==> config.mk <==
export PLATFORM = sky130hd
export DESIGN_NAME = two_prime_sum_check_core
export DESIGN_NICKNAME = d
export VERILOG_FILES = /design/src/tps_pkg.sv /design/src/tps_datapath.sv /design/src/tps_control.sv /design/src/two_prime_sum_check_core.sv
export SDC_FILE = /design/constraint.sdc
export NUM_CORES = 1
export LEC_CHECK = 0
export BUFFER_PORTS_ARGS = -buffer_cell sky130_fd_sc_hd__buf_2
export CAP_MARGIN = 20
export CORE_MARGIN = 3
export CORE_UTILIZATION = 45
export DETAILED_ROUTE_END_ITERATION = 7
export PLACE_DENSITY = 0.67
export SYNTH_ARGS = -nofsm -noshare
export SYNTH_HDL_FRONTEND = slang
export SYNTH_SLANG_ARGS = --single-unit
export TNS_END_PERCENT = 20
==> constraint.sdc <==
create_clock -name clk -period 4.3 [get_ports clk]
set_clock_uncertainty 0.2 [all_clocks]
set_input_delay 0.645 -clock clk [delete_from_list [all_inputs] [get_ports clk]]
set_output_delay 0.645 -clock clk [all_outputs]
set_load 0.02 [all_outputs]
==> src/tps_pkg.sv <==
package tps_pkg;

    localparam int VALUE_BITS = 16;
    localparam int IN_BITS    = 16;
    localparam int CNT_BITS   = $clog2(VALUE_BITS);

    typedef struct packed {
        logic load_n;     // capture the request's number
        logic init_p;     // candidate p starts at two
        logic inc_p;      // advance the candidate
        logic load_v_p;   // value under test becomes p
        logic load_v_np;  // value under test becomes n - p
        logic init_div;   // trial divisor starts at two
        logic next_div;   // advance the trial divisor and its square
        logic start_rem;  // begin a remainder calculation
        logic step_rem;   // one restoring remainder step
    } dp_cmd_t;

    typedef struct packed {
        logic n_small;    // n below four
        logic n_odd;
        logic v_small;    // value under test below two
        logic sq_over;    // divisor squared exceeds the value
        logic rem_last;   // final remainder step in progress
        logic rem_zero;
        logic p_end;      // candidate beyond n - 2
    } dp_status_t;

endpackage

==> src/tps_datapath.sv <==
module tps_datapath (
    input  logic                        clk,
    input  logic [tps_pkg::IN_BITS-1:0] target_number,
    input  tps_pkg::dp_cmd_t            cmd,
    output tps_pkg::dp_status_t         status
);
    import tps_pkg::*;

    logic [VALUE_BITS-1:0]          n_reg;
    logic [VALUE_BITS-1:0]          p_reg;
    logic [VALUE_BITS-1:0]          v_reg;
    logic [VALUE_BITS-1:0]          d_reg;
    logic [VALUE_BITS+1:0]          sq_reg;
    logic [VALUE_BITS:0]            rem_reg;
    logic [VALUE_BITS-1:0]          quo_reg;
    logic [CNT_BITS-1:0]            cnt_reg;

    logic [VALUE_BITS+IN_BITS-1:0]  in_wide;
    logic [VALUE_BITS:0]            rem_shift;
    logic [VALUE_BITS:0]            rem_sub;
    logic                           rem_ge;

    assign in_wide   = {{VALUE_BITS{1'b0}}, target_number};
    assign rem_shift = {rem_reg[VALUE_BITS-1:0], quo_reg[VALUE_BITS-1]};
    assign rem_ge    = (rem_shift >= {1'b0, d_reg});
    assign rem_sub   = rem_shift - {1'b0, d_reg};

    always_ff @(posedge clk)
    begin
        if (cmd.load_n)
        begin
            n_reg <= in_wide[VALUE_BITS-1:0];
        end
        if (cmd.init_p)
        begin
            p_reg <= VALUE_BITS'(2);
        end
        else if (cmd.inc_p)
        begin
            p_reg <= p_reg + VALUE_BITS'(1);
        end
        if (cmd.load_v_p)
        begin
            v_reg <= p_reg;
        end
        else if (cmd.load_v_np)
        begin
            v_reg <= n_reg - p_reg;
        end
        if (cmd.init_div)
        begin
            d_reg  <= VALUE_BITS'(2);
            sq_reg <= (VALUE_BITS+2)'(4);
        end
        else if (cmd.next_div)
        begin
            // (d + 1)^2 = d^2 + 2d + 1
            d_reg  <= d_reg + VALUE_BITS'(1);
            sq_reg <= sq_reg + {1'b0, d_reg, 1'b1};
        end
        if (cmd.start_rem)
        begin
            rem_reg <= '0;
            quo_reg <= v_reg;
            cnt_reg <= '0;
        end
        else if (cmd.step_rem)
        begin
            rem_reg <= rem_ge ? rem_sub : rem_shift;
            quo_reg <= {quo_reg[VALUE_BITS-2:0], 1'b0};
            cnt_reg <= cnt_reg + CNT_BITS'(1);
        end
    end

    always_comb
    begin
        status.n_small  = (n_reg < VALUE_BITS'(4));
        status.n_odd    = n_reg[0];
        status.v_small  = (v_reg < VALUE_BITS'(2));
        status.sq_over  = (sq_reg > {2'b00, v_reg});
        status.rem_last = (cnt_reg == CNT_BITS'(VALUE_BITS-1));
        status.rem_zero = (rem_reg == '0);
        status.p_end    = (p_reg > (n_reg - VALUE_BITS'(2)));
    end

endmodule

==> src/tps_control.sv <==
module tps_control (
    input  logic                clk,
    input  logic                rst_n,
    input  logic                start,
    input  tps_pkg::dp_status_t status,
    output tps_pkg::dp_cmd_t    cmd,
    output logic                busy,
    output logic                done,
    output logic                answer
);
    import tps_pkg::*;

    typedef enum logic [8:0] {
        S_IDLE     = 9'b000000001,
        S_CLASSIFY = 9'b000000010,
        S_LOAD_V1  = 9'b000000100,
        S_LOAD_V2  = 9'b000001000,
        S_TEST     = 9'b000010000,
        S_BOUND    = 9'b000100000,
        S_DIV      = 9'b001000000,
        S_REM_CHK  = 9'b010000000,
        S_NEXT_P   = 9'b100000000
    } state_t;

    state_t state_reg, state_next;
    logic   second_reg, second_next;
    logic   done_reg, done_next;
    logic   answer_reg, answer_next;
    logic   is_prime, is_composite;

    always_ff @(posedge clk or negedge rst_n)
    begin
        if (!rst_n)
        begin
            state_reg  <= S_IDLE;
            second_reg <= 1'b0;
            done_reg   <= 1'b0;
        end
        else
        begin
            state_reg  <= state_next;
            second_reg <= second_next;
            done_reg   <= done_next;
        end
    end

    always_ff @(posedge clk)
    begin
        answer_reg <= answer_next;
    end

    always_comb
    begin
        state_next   = state_reg;
        second_next  = second_reg;
        done_next    = 1'b0;
        answer_next  = answer_reg;
        cmd          = '0;
        is_prime     = 1'b0;
        is_composite = 1'b0;

        unique case (state_reg)
            S_IDLE:
            begin
                if (start)
                begin
                    cmd.load_n = 1'b1;
                    state_next = S_CLASSIFY;
                end
            end
            S_CLASSIFY:
            begin
                if (status.n_small)
                begin
                    done_next   = 1'b1;
                    answer_next = 1'b0;
                    state_next  = S_IDLE;
                end
                else
                begin
                    cmd.init_p = 1'b1;
                    // An odd sum of two primes must use two, so only n - 2 is tested.
                    state_next = status.n_odd ? S_LOAD_V2 : S_LOAD_V1;
                end
            end
            S_LOAD_V1:
            begin
                cmd.load_v_p = 1'b1;
                second_next  = 1'b0;
                state_next   = S_TEST;
            end
            S_LOAD_V2:
            begin
                cmd.load_v_np = 1'b1;
                second_next   = 1'b1;
                state_next    = S_TEST;
            end
            S_TEST:
            begin
                if (status.v_small)
                begin
                    is_composite = 1'b1;
                end
                else
                begin
                    cmd.init_div = 1'b1;
                    state_next   = S_BOUND;
                end
            end
            S_BOUND:
            begin
                if (status.sq_over)
                begin
                    is_prime = 1'b1;
                end
                else
                begin
                    cmd.start_rem = 1'b1;
                    state_next    = S_DIV;
                end
            end
            S_DIV:
            begin
                cmd.step_rem = 1'b1;
                if (status.rem_last)
                begin
                    state_next = S_REM_CHK;
                end
            end
            S_REM_CHK:
            begin
                if (status.rem_zero)
                begin
                    is_composite = 1'b1;
                end
                else
                begin
                    cmd.next_div = 1'b1;
                    state_next   = S_BOUND;
                end
            end
            S_NEXT_P:
            begin
                if (status.p_end)
                begin
                    done_next   = 1'b1;
                    answer_next = 1'b0;
                    state_next  = S_IDLE;
                end
                else
                begin
                    state_next = S_LOAD_V1;
                end
            end
            default:
            begin
                state_next = S_IDLE;
            end
        endcase

        if (is_prime)
        begin
            if (second_reg)
            begin
                done_next   = 1'b1;
                answer_next = 1'b1;
                state_next  = S_IDLE;
            end
            else
            begin
                state_next = S_LOAD_V2;
            end
        end
        if (is_composite)
        begin
            if (status.n_odd)
            begin
                done_next   = 1'b1;
                answer_next = 1'b0;
                state_next  = S_IDLE;
            end
            else
            begin
                cmd.inc_p  = 1'b1;
                state_next = S_NEXT_P;
            end
        end
    end

    assign busy   = (state_reg != S_IDLE);
    assign done   = done_reg;
    assign answer = answer_reg;

endmodule

==> src/two_prime_sum_check_core.sv <==
// Decides whether an unsigned number n is the sum of two primes.
// Request channel: target_number is taken at a rising edge where start is
// high and busy is low. busy stays high while the search runs; one request
// is worked on at a time.
// Result channel: done pulses high for exactly one cycle with
// is_two_prime_sum valid alongside it. The receiver cannot stall, so the
// result must be captured in that cycle. busy falls in the same cycle as
// done, so a new request may be issued while the result is shown.
// Sequence: n below four is rejected in the classify step. Otherwise, after
// classify, each primality test of a value v loads and screens it, then for
// each trial divisor does a bound compare, one restoring remainder step per
// value bit and a zero check, plus one more bound compare when v turns out
// prime. Odd n needs one test of n - 2; even n tests p and n - p for each
// candidate p until a prime pair is found or p passes n - 2, advancing p
// between candidates. done rises the cycle after the final decision.
// The shared bit-serial remainder unit sets the rate.
// Reset clears the controller to idle with no result pending; no clearing
// pass is needed.
module two_prime_sum_check_core (
    input  logic                        clk,
    input  logic                        rst_n,
    input  logic                        start,
    input  logic [tps_pkg::IN_BITS-1:0] target_number,
    output logic                        busy,
    output logic                        done,
    output logic                        is_two_prime_sum
);
    import tps_pkg::*;

    dp_cmd_t    cmd;
    dp_status_t status;

    tps_control u_control (
        .clk    (clk),
        .rst_n  (rst_n),
        .start  (start),
        .status (status),
        .cmd    (cmd),
        .busy   (busy),
        .done   (done),
        .answer (is_two_prime_sum)
    );

    tps_datapath u_datapath (
        .clk           (clk),
        .target_number (target_number),
        .cmd           (cmd),
        .status        (status)
    );

endmodule

==> results_dict.tcl <==
set metrics [dict create \
    status "finished clean" \
    synth_cell_type_count 68 \
    finalCriticalPeriod_ns 3.74 \
    fmax_ghz 0.268 \
    min_path_cells 1 \
    drv_cap 0 \
    place_ws_ns 0.616 \
    postCtsResizedCells 0 \
    drt-total-wl_mm 20.1 \
    rsz0062_at_grt "no" \
    grt_max_degree 29 \
    fp.coreArea_um2 18900 \
    clock-sinks 131 \
    synthArstFlopShare_pct 8.40 \
    rows 50 \
    overflow 0 \
    largest_reg_flops 18 \
    cts_buffers 17 \
    reg2reg_depth 12 \
    globalplace.congestion 0.841 \
    cp_slowest_cell "or4_1" \
    synth_top_area_share_pct 16.5 \
    crit_chain "nor4_1 > nand2_1 > or3_1 > nor3_1 > xnor2_1 > ha_1 > nand4_1 > o21ai_0 > a21oi_1 > or4_1 > a31oi_1 > a21oi_1" \
    required_ns 4.40 \
    fin_setup_tns_ns 0 \
    yosys_warnings 0 \
    cts_buffer_depth 2 \
    slowest_delay_ns 0.51 \
    wl_met1_mm 9.63 \
    io_pins 22 \
    syn2layout_area_growth_pct 11.8 \
    synthCells 972 \
    p_leak_nw 4.08 \
    yosys.area.top_type "dfxtp_1" \
    synth_edf_count 48 \
    viasPerCell 5.56 \
    relSlewSlack_pct 42.3 \
    hold_buffers 1 \
    peakVddDrop_v 0.000326 \
    antenna_found_initial 0 \
    portBuffers 21 \
    clockRootBuffer "clkbuf_16" \
    grt_use_total_pct 19.3 \
    hp-class "input port to flop" \
    wire_per_inst_um 15.8 \
    final_cell_mix "nor2_1, ha_1, a21oi_1" \
    first_global_vias 6822 \
    clk_pin_slew_ns 0.06 \
    first_pass_iters 5 \
    dp_hpwl_mm 15.4 \
    wl_met2_mm 9.35 \
    drtIter0Drc 465 \
    clock_latency_ns 0.42 \
    die_w_um 145 \
    synth.net_count 1077 \
    yosysSeqAreaShare_pct 36.3 \
    totalPowerFinal_mw 4.95 \
    path_class "flop to flop" \
    vias 7077 \
    ant_nets 0 \
    whs_ns 0.194 \
    drc_errors 0 \
    path_max_fanout 4 \
    post-route-period-util_pct 86.9 \
    h-tree-depth 4 \
    die-area_um2 21100 \
    n_antenna_cell 0 \
    initial_core_util_pct 46.1 \
    hold_violations 0 \
    synth_area_leaders "dfxtp_1, edfxtp_1, ha_1, xnor2_1, a21oi_1" \
    grt_first_pass_wirelength_mm 33.6 \
    arrival_ns 3.84 \
    final_nets 1104 \
    setup_viol 0 \
    drive_gt1_share_pct 9.29 \
    post_cts_buffers 0 \
    crit_top_cell "a21oi_1" \
    final_util_pct 51.6 \
    ys.flop_type "dfxtp_1" \
    final_common_cell "nor2_1" \
    met3WireLength_um 723 \
    powerDensity_nw_per_um2 508 \
    cp-start-kind "flop" \
    drv_slew 0 \
    setup_ws_ns 0.563 \
    synthesis.area_um2 8710 \
    routed.top_layer "met4" \
    synth_seq_cells 131 \
    tightestPinTransition_ns 0.865 \
    syn_avg_cell_area_um2 8.97 \
    cts_tree "built" \
    crit_path_end_kind "flop" \
    die-height_um 145 \
]
## cells in the mapped netlist (3+ instances only)
library cell  number
a211o_1            3
a211oi_1           8
a21o_1            20
a21oi_1           75
a311oi_1           4
a31oi_1            6
and2_1            11
and3_1             9
and4_1             5
buf_2              5
clkbuf_1          16
dfrtp_1           10
dfxtp_1           72
edfxtp_1          48
fa_1               3
ha_1              83
inv_1             73
mux2_2            15
mux2i_1           13
nand2_1           65
nand2b_1           9
nand3_1           24
nand3b_1           4
nand4_1           17
nor2_1            91
nor2b_1            9
nor3_1            30
nor3_2             4
nor3b_1            4
nor4_1            14
o211ai_1           7
o21a_1            15
o21ai_0           41
o21bai_1           3
o2bb2ai_1         11
o31a_1             3
o31ai_1            8
or2_2              7
or3_1             16
xnor2_1           57
xor2_1            15
## per-stage QoR
step | instance area, µm² | std cells
floorplan | 8710 | 972
global placement | 9100 | 1237
detailed placement | 9100 | 1237
CTS | 9710 | 1270
global route | 9740 | 1272
finish | 9740 | 1272
## worst max-delay path, delay by kind of cell (launching register included)
kind,cells,cell delay [ns]
and+or+nand+nor,6,1.85
AOI/OAI and AO/OA,4,0.70
DFF,1,0.45
adders and majority gates,1,0.31
xor gates and xnor gates,1,0.11
## cells by family (layout without fill, tap and decap cells)
| group | count (synthesis) | count (layout) | share of synthesized area (%) |
|---|---|---|---|
| XOR/XNOR | 72 | 72 | 7.24 |
| buffers and inverters | 97 | 137 | 4.38 |
| AND/OR/NAND/NOR | 330 | 330 | 19.3 |
| flip-flops | 131 | 131 | 36.3 |
| multiplexers | 28 | 28 | 3.43 |
| AO/OA/AOI/OAI | 228 | 228 | 16.8 |
| adder cells (fa/ha/maj) | 86 | 86 | 12.6 |
## final cells by class
type                    count  area, µm²
repair buffers             32        210
flip-flops and latches    131       3160
well taps                 260        325
clock inverters            12        153
multi-input cells         744       5170
clock buffers              20        447
fillers                  1793       9150
inverters                  73        274
## report_power, final
group	internal (mW)	switching, mW	leakage, nW	total (mW)
Combinational	0.776	1.02	2.64	1.80
Clock	0.928	0.555	0.285	1.48
Sequential	1.49	0.174	1.16	1.67
## worst paths after layout
check / from / end / slack (ns)
min reg2reg: u_datapath.cnt_reg[1] / u_datapath.cnt_reg[1] / 0.28
max in group asynchronous: rst_n / u_control.state_reg[0] / 3.19
max reg2reg: u_datapath.n_reg[6] / u_control.answer / 0.56
min in group asynchronous: rst_n / u_control.state_reg[3] / 0.44
min: target_number[10] / u_datapath.n_reg[10] / 0.19
max: u_datapath.n_reg[6] / u_control.answer / 0.56
## metal layers
metal  track usage (%)  up-vias
li1                  -     3593
met1              25.3     3326
met2              31.9      133
met3              4.18       25
met4              6.22        0
met5                 0        -
Power figures use the tool's default switching activity.
